**src/design/sppw_pkg.sv**
```systemverilog
`timescale 1ns / 1ps
`default_nettype none
// ----------------------------------------------------------------------------
// Scaled pixel pack writer package
// Widths, register indexes, pixel formats and the pipeline word of the
// frame-buffer pixel writer; the widths are shared with its coordinate divider.
// ----------------------------------------------------------------------------
package sppw_pkg;

    localparam int COORD_W   = 12;
    localparam int DIM_W     = 13;
    localparam int CH_W      = 8;
    localparam int PROD_W    = COORD_W + DIM_W;
    localparam int QUO_W     = DIM_W;
    localparam int OFF_W     = 26;
    localparam int DATA_W    = 32;
    localparam int CNT_W     = 3;
    localparam int FMT_W     = 2;
    localparam int CFG_IDX_W = 3;
    localparam int MAX_DIM   = 4096;

    typedef enum logic [CFG_IDX_W-1:0] {
        CFG_PIXEL_FORMAT  = 3'd0,
        CFG_SCALE_ENABLE  = 3'd1,
        CFG_TARGET_WIDTH  = 3'd2,
        CFG_TARGET_HEIGHT = 3'd3,
        CFG_SOURCE_WIDTH  = 3'd4,
        CFG_SOURCE_HEIGHT = 3'd5
    } t_cfg_idx;

    typedef enum logic [FMT_W-1:0] {
        FMT_RGB565 = 2'd0,
        FMT_RGB888 = 2'd1,
        FMT_RGBA   = 2'd2
    } t_fmt;

    localparam logic [CNT_W-1:0] BYTES_RGB565 = 3'd2;
    localparam logic [CNT_W-1:0] BYTES_RGB888 = 3'd3;
    localparam logic [CNT_W-1:0] BYTES_RGBA   = 3'd4;

    typedef struct packed {
        logic               vld;
        logic               drop;
        logic [COORD_W-1:0] x;
        logic [COORD_W-1:0] y;
        logic [DATA_W-1:0]  data;
        logic [CNT_W-1:0]   nbytes;
    } t_side;

endpackage
`default_nettype wire

```
**src/design/sppw_div.sv**
```systemverilog
`timescale 1ns / 1ps
`default_nettype none
// ----------------------------------------------------------------------------
// Pipelined coordinate divider
// Restoring division with one quotient bit per register stage. The caller
// guarantees that the quotient fits in QUO_W bits.
// ----------------------------------------------------------------------------
module sppw_div (
    input  wire logic                        i_clk,
    input  wire logic [sppw_pkg::PROD_W-1:0] i_dividend,
    input  wire logic [sppw_pkg::DIM_W-1:0]  i_divisor,
    output logic      [sppw_pkg::QUO_W-1:0]  o_quotient
);

    localparam int QW    = sppw_pkg::QUO_W;
    localparam int PW    = sppw_pkg::PROD_W;
    localparam int REM_W = sppw_pkg::DIM_W;

    logic [REM_W-1:0] r_rem [QW];
    logic [PW-1:0]    r_num [QW];
    logic [QW-1:0]    r_quo [QW];

    for (genvar k = 0; k < QW; k++) begin : g_stage
        logic [REM_W-1:0] w_rem_in;
        logic [PW-1:0]    w_num_in;
        logic [QW-1:0]    w_quo_in;
        logic [REM_W:0]   w_trial;
        logic [REM_W-1:0] n_rem;
        logic [QW-1:0]    n_quo;

        if (k == 0) begin : g_first
            assign w_rem_in = REM_W'(i_dividend[PW-1:QW]);
            assign w_num_in = i_dividend;
            assign w_quo_in = '0;
        end else begin : g_next
            assign w_rem_in = r_rem[k-1];
            assign w_num_in = r_num[k-1];
            assign w_quo_in = r_quo[k-1];
        end

        always_comb begin
            w_trial = {w_rem_in, w_num_in[QW-1-k]};
            n_quo   = w_quo_in;
            if (w_trial >= {1'b0, i_divisor}) begin
                n_rem            = REM_W'(w_trial - {1'b0, i_divisor});
                n_quo[QW-1-k]    = 1'b1;
            end else begin
                n_rem = w_trial[REM_W-1:0];
            end
        end

        always_ff @(posedge i_clk) begin
            r_rem[k] <= n_rem;
            r_num[k] <= w_num_in;
            r_quo[k] <= n_quo;
        end
    end

    assign o_quotient = r_quo[QW-1];

endmodule
`default_nettype wire

```
**src/design/scaled_pixel_pack_writer.sv**
```systemverilog
`timescale 1ns / 1ps
`default_nettype none
// ----------------------------------------------------------------------------
// Scaled pixel pack writer
// Maps decoded pixels by nearest-neighbor scaling into a target frame and
// produces frame-buffer writes packed as RGB565, RGB888 or RGBA.
// ----------------------------------------------------------------------------
// A pixel word is taken at a rising edge where start is high and busy is low.
// Registers are written through the cfg channel (index, data, valid, ready);
// cfg_ready is always high, and registers must only change while no pixel is
// in flight. Dimension writes above the maximum saturate to it.
// Each kept pixel produces one write word on o_byte_offset, o_write_data and
// o_byte_count, shown for exactly one cycle with o_strobe high. Pixels that
// lie outside the source frame (target frame if unscaled) produce nothing.
// A new pixel is accepted every cycle while busy is low. It passes the input,
// product, 13-stage pipelined divider, select, row, index and output stages;
// the divider scales the coordinates and runs even when scaling is disabled.
// Synchronous reset clears the pipeline and restores the register defaults;
// busy is high for the first cycle after reset. The receiver cannot stall.
// ----------------------------------------------------------------------------
module scaled_pixel_pack_writer (
    input  wire logic                           i_clk,
    input  wire logic                           i_rst_n,
    input  wire logic                           start,
    output logic                                busy,
    input  wire logic [sppw_pkg::COORD_W-1:0]   i_pixel_x,
    input  wire logic [sppw_pkg::COORD_W-1:0]   i_pixel_y,
    input  wire logic [sppw_pkg::CH_W-1:0]      i_red,
    input  wire logic [sppw_pkg::CH_W-1:0]      i_green,
    input  wire logic [sppw_pkg::CH_W-1:0]      i_blue,
    input  wire logic [sppw_pkg::CH_W-1:0]      i_alpha,
    input  wire logic                           i_cfg_valid,
    output logic                                o_cfg_ready,
    input  wire logic [sppw_pkg::CFG_IDX_W-1:0] i_cfg_index,
    input  wire logic [sppw_pkg::DIM_W-1:0]     i_cfg_data,
    output logic                                o_strobe,
    output logic      [sppw_pkg::OFF_W-1:0]     o_byte_offset,
    output logic      [sppw_pkg::DATA_W-1:0]    o_write_data,
    output logic      [sppw_pkg::CNT_W-1:0]     o_byte_count
);

    localparam int DW  = sppw_pkg::DIM_W;
    localparam int PW  = sppw_pkg::PROD_W;
    localparam int OW  = sppw_pkg::OFF_W;
    localparam int DLY = sppw_pkg::QUO_W;

    logic [sppw_pkg::FMT_W-1:0] r_fmt;
    logic                       r_scale;
    logic [DW-1:0]              r_tw;
    logic [DW-1:0]              r_th;
    logic [DW-1:0]              r_sw;
    logic [DW-1:0]              r_sh;
    logic [DW-1:0]              w_dim_clamped;
    logic                       r_busy;
    logic                       w_accept;

    assign o_cfg_ready = 1'b1;
    assign busy        = r_busy;
    assign w_accept    = start && !r_busy;

    always_comb begin
        w_dim_clamped = i_cfg_data;
        if (i_cfg_data > DW'(sppw_pkg::MAX_DIM)) begin
            w_dim_clamped = DW'(sppw_pkg::MAX_DIM);
        end
    end

    always_ff @(posedge i_clk) begin
        if (!i_rst_n) begin
            r_fmt   <= sppw_pkg::FMT_RGB565;
            r_scale <= 1'b0;
            r_tw    <= DW'(1);
            r_th    <= DW'(1);
            r_sw    <= DW'(1);
            r_sh    <= DW'(1);
            r_busy  <= 1'b1;
        end else begin
            r_busy <= 1'b0;
            if (i_cfg_valid && o_cfg_ready) begin
                unique case (i_cfg_index)
                    sppw_pkg::CFG_PIXEL_FORMAT: begin
                        r_fmt <= i_cfg_data[sppw_pkg::FMT_W-1:0];
                    end
                    sppw_pkg::CFG_SCALE_ENABLE:  r_scale <= i_cfg_data[0];
                    sppw_pkg::CFG_TARGET_WIDTH:  r_tw    <= w_dim_clamped;
                    sppw_pkg::CFG_TARGET_HEIGHT: r_th    <= w_dim_clamped;
                    sppw_pkg::CFG_SOURCE_WIDTH:  r_sw    <= w_dim_clamped;
                    sppw_pkg::CFG_SOURCE_HEIGHT: r_sh    <= w_dim_clamped;
                    default: begin
                    end
                endcase
            end
        end
    end

    // Input stage: capture coordinates and pack the pixel.
    logic [sppw_pkg::DATA_W-1:0] n_data;
    logic [sppw_pkg::CNT_W-1:0]  n_nbytes;
    sppw_pkg::t_side             r_s1;

    always_comb begin
        case (r_fmt)
            sppw_pkg::FMT_RGB888: begin
                n_data   = {8'h00, i_blue, i_green, i_red};
                n_nbytes = sppw_pkg::BYTES_RGB888;
            end
            sppw_pkg::FMT_RGBA: begin
                n_data   = {i_alpha, i_blue, i_green, i_red};
                n_nbytes = sppw_pkg::BYTES_RGBA;
            end
            default: begin
                n_data   = {16'h0000, i_red[7:3], i_green[7:2], i_blue[7:3]};
                n_nbytes = sppw_pkg::BYTES_RGB565;
            end
        endcase
    end

    always_ff @(posedge i_clk) begin
        r_s1.drop   <= 1'b0;
        r_s1.x      <= i_pixel_x;
        r_s1.y      <= i_pixel_y;
        r_s1.data   <= n_data;
        r_s1.nbytes <= n_nbytes;
        if (!i_rst_n) begin
            r_s1.vld <= 1'b0;
        end else begin
            r_s1.vld <= w_accept;
        end
    end

    // Scale products and frame bounds check.
    logic [PW-1:0]     r_px;
    logic [PW-1:0]     r_py;
    sppw_pkg::t_side   r_s2;
    sppw_pkg::t_side   n_s2;
    logic              n_drop;

    always_comb begin
        if (r_scale) begin
            n_drop = ({1'b0, r_s1.x} >= r_sw) || ({1'b0, r_s1.y} >= r_sh);
        end else begin
            n_drop = ({1'b0, r_s1.x} >= r_tw) || ({1'b0, r_s1.y} >= r_th);
        end
        n_drop = n_drop || (r_tw == '0) || (r_th == '0);
        n_s2      = r_s1;
        n_s2.drop = n_drop;
        if (!i_rst_n) begin
            n_s2.vld = 1'b0;
        end
    end

    always_ff @(posedge i_clk) begin
        r_px <= PW'(r_s1.x) * PW'(r_tw);
        r_py <= PW'(r_s1.y) * PW'(r_th);
        r_s2 <= n_s2;
    end

    // Coordinate dividers with the side word delayed alongside.
    logic [DW-1:0]   w_qx;
    logic [DW-1:0]   w_qy;
    sppw_pkg::t_side r_dly [DLY];

    sppw_div u_div_x (
        .i_clk      (i_clk),
        .i_dividend (r_px),
        .i_divisor  (r_sw),
        .o_quotient (w_qx)
    );

    sppw_div u_div_y (
        .i_clk      (i_clk),
        .i_dividend (r_py),
        .i_divisor  (r_sh),
        .o_quotient (w_qy)
    );

    always_ff @(posedge i_clk) begin
        if (!i_rst_n) begin
            for (int i = 0; i < DLY; i++) begin
                r_dly[i] <= '0;
            end
        end else begin
            r_dly[0] <= r_s2;
            for (int i = 1; i < DLY; i++) begin
                r_dly[i] <= r_dly[i-1];
            end
        end
    end

    // Coordinate select, row product, linear index, byte offset.
    sppw_pkg::t_side r_s3;
    sppw_pkg::t_side r_s4;
    sppw_pkg::t_side r_s5;
    logic [DW-1:0]   r_xs3;
    logic [DW-1:0]   r_ys3;
    logic [DW-1:0]   r_xs4;
    logic [OW-1:0]   r_row4;
    logic [OW-1:0]   r_lin5;
    logic [OW-1:0]   n_off;

    always_comb begin
        case (r_s5.nbytes)
            sppw_pkg::BYTES_RGB888: n_off = r_lin5 + {r_lin5[OW-2:0], 1'b0};
            sppw_pkg::BYTES_RGBA:   n_off = {r_lin5[OW-3:0], 2'b00};
            default:                n_off = {r_lin5[OW-2:0], 1'b0};
        endcase
    end

    always_ff @(posedge i_clk) begin
        r_xs3  <= r_scale ? w_qx : DW'(r_dly[DLY-1].x);
        r_ys3  <= r_scale ? w_qy : DW'(r_dly[DLY-1].y);
        r_xs4  <= r_xs3;
        r_row4 <= OW'(r_ys3) * OW'(r_tw);
        r_lin5 <= r_row4 + OW'(r_xs4);
        o_byte_offset <= n_off;
        o_write_data  <= r_s5.data;
        o_byte_count  <= r_s5.nbytes;
        if (!i_rst_n) begin
            r_s3     <= '0;
            r_s4     <= '0;
            r_s5     <= '0;
            o_strobe <= 1'b0;
        end else begin
            r_s3     <= r_dly[DLY-1];
            r_s4     <= r_s3;
            r_s5     <= r_s4;
            o_strobe <= r_s5.vld && !r_s5.drop;
        end
    end

`ifndef SYNTHESIS
    a_count_legal: assert property (@(posedge i_clk) disable iff (!i_rst_n)
        o_strobe |-> (o_byte_count == sppw_pkg::BYTES_RGB565 ||
                      o_byte_count == sppw_pkg::BYTES_RGB888 ||
                      o_byte_count == sppw_pkg::BYTES_RGBA))
        else $error("Illegal byte count on a write word.");

    a_rgb565_upper_zero: assert property (@(posedge i_clk) disable iff (!i_rst_n)
        (o_strobe && o_byte_count == sppw_pkg::BYTES_RGB565) |->
            (o_write_data[31:16] == 16'h0000 && o_byte_offset[0] == 1'b0))
        else $error("RGB565 word has upper data or odd offset.");

    a_rgba_aligned: assert property (@(posedge i_clk) disable iff (!i_rst_n)
        (o_strobe && o_byte_count == sppw_pkg::BYTES_RGBA) |->
            (o_byte_offset[1:0] == 2'b00))
        else $error("RGBA word offset is not word aligned.");

    a_idle_after_reset: assert property (@(posedge i_clk)
        (!i_rst_n) |=> !o_strobe)
        else $error("Write strobe right after reset.");
`endif

endmodule
`default_nettype wire
```
**config.mk**
```make
export PLATFORM = sky130hd
export DESIGN_NAME = scaled_pixel_pack_writer
export DESIGN_NICKNAME = d
export VERILOG_FILES = /design/src/design/sppw_pkg.sv /design/src/design/sppw_div.sv /design/src/design/scaled_pixel_pack_writer.sv
export SDC_FILE = /design/constraint.sdc
export NUM_CORES = 2
export LEC_CHECK = 0
export ABC_AREA = 1
export BUFFER_PORTS_ARGS = -buffer_cell sky130_fd_sc_hd__buf_2
export CAP_MARGIN = 5
export CORE_MARGIN = 4
export CORE_UTILIZATION = 50
export DETAILED_ROUTE_END_ITERATION = 10
export GPL_ROUTABILITY_DRIVEN = 0
export GPL_TIMING_DRIVEN = 0
export PLACE_DENSITY = 0.72
export SYNTH_ARGS = -nofsm -noshare
export SYNTH_HDL_FRONTEND = slang
export SYNTH_SLANG_ARGS = --single-unit
```
**constraint.sdc**
```tcl
create_clock -name i_clk -period 6.8 [get_ports i_clk]
set_clock_uncertainty 0.1 [all_clocks]
set_input_delay 0.68 -clock i_clk [delete_from_list [all_inputs] [get_ports i_clk]]
set_output_delay 0.68 -clock i_clk [all_outputs]
set_load 0.01 [all_outputs]
```
==> impl_metrics.yaml <==
status:
  status: "finished clean"
final_layout:
  final_nets: 12438
  drive_gt1_share_pct: 7.247
  fin_util_pct: 56.65
  flow.area_growth_from_synthesis_pct: 12.23
  final_cell_mix: "2953 x nand2_1, 2382 x inv_1, 1933 x dfxtp_1"
  final_common_cell: "nand2_1"
timing:
  rsz0062_at_grt: "false"
  tightest_slew_ns: 1.265
  fin_ws_ns: 0.6184
  slew_viol_final: 0
  fmax_mhz: 161.8
  min_period_ns: 6.182
  finalHoldViolCount: 0
  setup_viol: 0
  fin_crit_sh_pct: 90.91
  tns_ns: 0
  slew_headroom_pct: 15.68
synthesis:
  synth_edf_count: 0
  synth-seq-cells: 1934
  synth_top_area_share_pct: 42.85
  synthFlopType: "dfxtp_1"
  synth-async-reset-ratio_pct: 0
  syn-num-nets: 12059
  ys_seq_area_share_pct: 42.85
  synth_area_leader_cell: "dfxtp_1"
  syn_inst: 10969
  avgSynthCellArea_um2: 8.237
  synth_area_um2: 90350
  ys_types: 54
  yosysWarnings: 0
  synthTopCellsByArea: "dfxtp_1 43%, nand2_1 12%, inv_1 9.9%, ha_1 9.0%, fa_1 8.1%"
grt:
  grt_first_pass_wirelength_mm: 329.3
  grt.total_usage_pct: 21.56
  antenna_found_initial: 11
  grt_max_degree: 17
  grt_pass1_vias: 66758
  grt_overflow_total: 0
die:
  chipHeight_um: 433.1
  rows: 155
  core_area_um2: 179000
  start_util_pct: 50.48
  die_area_um2: 187600
  die_w_um: 433.1
  top_level_ports: 140
worst_setup_path:
  critPathKind: "flip-flop to flip-flop"
  worstPathRequired_ns: 7.37
  path_delay_family: "adder cells"
  r2r_start: "r_tw[4]"
  path_cells: "clkbuf_1 -> clkbuf_1 -> nand2_1 -> fa_1 -> inv_1 -> fa_1 -> fa_1 -> fa_1 -> inv_1 -> fa_1 -> inv_1 -> ha_1 -> nand2_1 -> nor2_1 -> inv_1 -> nor3_1 -> nand3_1 -> nand4_1 -> nand2_1"
  regToRegSetupSlack_ns: 0.62
  cp-end-kind: "flip-flop"
  cp.arrival_ns: 6.75
  worst-path-buf-inv: 6
  start_kind: "flip-flop"
  crit_top_cell: "fa_1"
  cpMaxStageDelayCell: "clkbuf_1"
  reg2reg_to: "r_px[23]"
  max_stage_delay_ns: 0.61
  ff2ff_path_depth: 19
  cp_max_fo: 10
drt:
  detail-route-antenna-nets: 0
  vias_per_cell: 4.858
  wire_per_inst_um: 14.61
  drc_errors: 0
  wl_mm: 202.6
  drt_iter0_drc: 4615
  vias: 67362
  dr.pass1.iters: 8
min_path:
  hp-class: "primary input to flip-flop"
  hold_path_startpoint: "start"
  holdPathStages: 3
  hold_path_end: "r_s1[60]"
pwr:
  power_density_nw_per_um2: 393.8
  p_leak_uw: 0.05579
  ir_drop_v: 0.0002432
  power.total_uw: 39930
placed_design:
  portBuffers: 137
  pre_cts_slack_ns: 0.7384
  hpwl_mm: 152.5
clock_tree:
  clk_pin_slew_ns: 0.06
  postCtsHoldBufs: 50
  clock_latency_ns: 0.82
  ctsResizeCount: 0
  postCtsSetupBuffers: 0
  ctsHtreeMaxLevel: 4
  cts_tree: "yes"
  cts_buffer_depth: 3
  cts-root-buf: "clkbuf_16"
  cts-buffers-inserted: 189
  cts_num_sinks: 1934
job:
  cap_violations: 0
==> tightest hold or removal path, cell delays in order <==
cell	delay [ns]
buf_2	0.14
nand2_1	0.06
nor2_1	0.03
==> metal layers <==
layer	share of wire, %	track usage (%)	vias to the layer above
met4	5.3	10.76	0
li1	-	-	33985
met5	0	0	-
met3	6.3	3.498	605
met1	42	26.60	30699
met2	47	36.60	2073
==> worst max-delay path by stage <==
stage / end / slack, ns / depth (start not counted) / start
6_report: r_px[23] / 0.62 / 19 / r_tw[4]
5_1_grt: r_px[23] / 0.27 / 20 / r_tw[4]
4_1_cts: r_px[23] / 0.72 / 19 / r_tw[4]
3_5_place_dp: r_px[23] / 0.74 / 19 / r_tw[4]
3_3_place_gp: r_px[23] / 0.88 / 19 / r_tw[7]
2_1_floorplan: r_px[20] / 1.86 / 18 / r_tw[0]
==> report_power, final <==
group	leakage (uW)	internal [uW]	switching [uW]
clock	0.00329	6530	4510
combinational	0.0366	5630	8890
sequential	0.0159	13400	1010
total	0.0558	25500	14400
==> flip-flops by register name, indices dropped and copies added (netlist names), 59 cells and up <==
name           flops
u_div_y.r_quo     91
r_s2              61
u_div_x.r_quo     91
r_dly            793
u_div_y.r_num     78
u_div_x.r_num     78
n_s2              59
u_div_y.r_rem    156
u_div_x.r_rem    156
==> synthesized netlist by cell type, types with 53 or more instances <==
cell,count
a21oi_1,353
buf_2,81
clkbuf_1,131
dfxtp_1,1934
fa_1,367
ha_1,647
inv_1,2382
nand2_1,2953
nand3_1,330
nand4_1,166
nor2_1,415
nor3_1,53
o21ai_0,175
o21ai_1,172
xnor2_1,90
xor2_1,192
==> through the flow <==
step                      instance area (um2)  hold slack [ns]  instances
final                                  101400          0.05724      13866
after global routing                   101400          0.01839      13863
after CTS                              101400         0.001399      13862
after detailed placement                93990           0.2121      13461
after global placement                  93990           0.2100      13461
after floorplan                         90350           0.2096      10969
==> kinds of logic (layout without fill, tap and decap cells) <==
group	Yosys count	count (layout)	synth area share (%)
buffers and inverters	2677	3216	11.68
adders and majority gates	1014	1014	17.09
DFF	1934	1934	42.85
AOI/OAI and AO/OA	972	972	6.475
and+or+nand+nor	4089	4089	19.17
xor gates and xnor gates	282	282	2.734
other	1	4	0.004150
==> area by class of cell <==
class | count | area (um2)
tap | 2355 | 2947
sequential | 1934 | 38720
clock inverter | 103 | 1549
buffer | 267 | 1506
clock buffer | 248 | 5331
inverter | 2410 | 9046
multi-input combinational | 6358 | 41080
fill | 15455 | 77600
timing repair buffer | 188 | 1214
antenna | 3 | 7.507
Power figures use the tool's default switching activity.
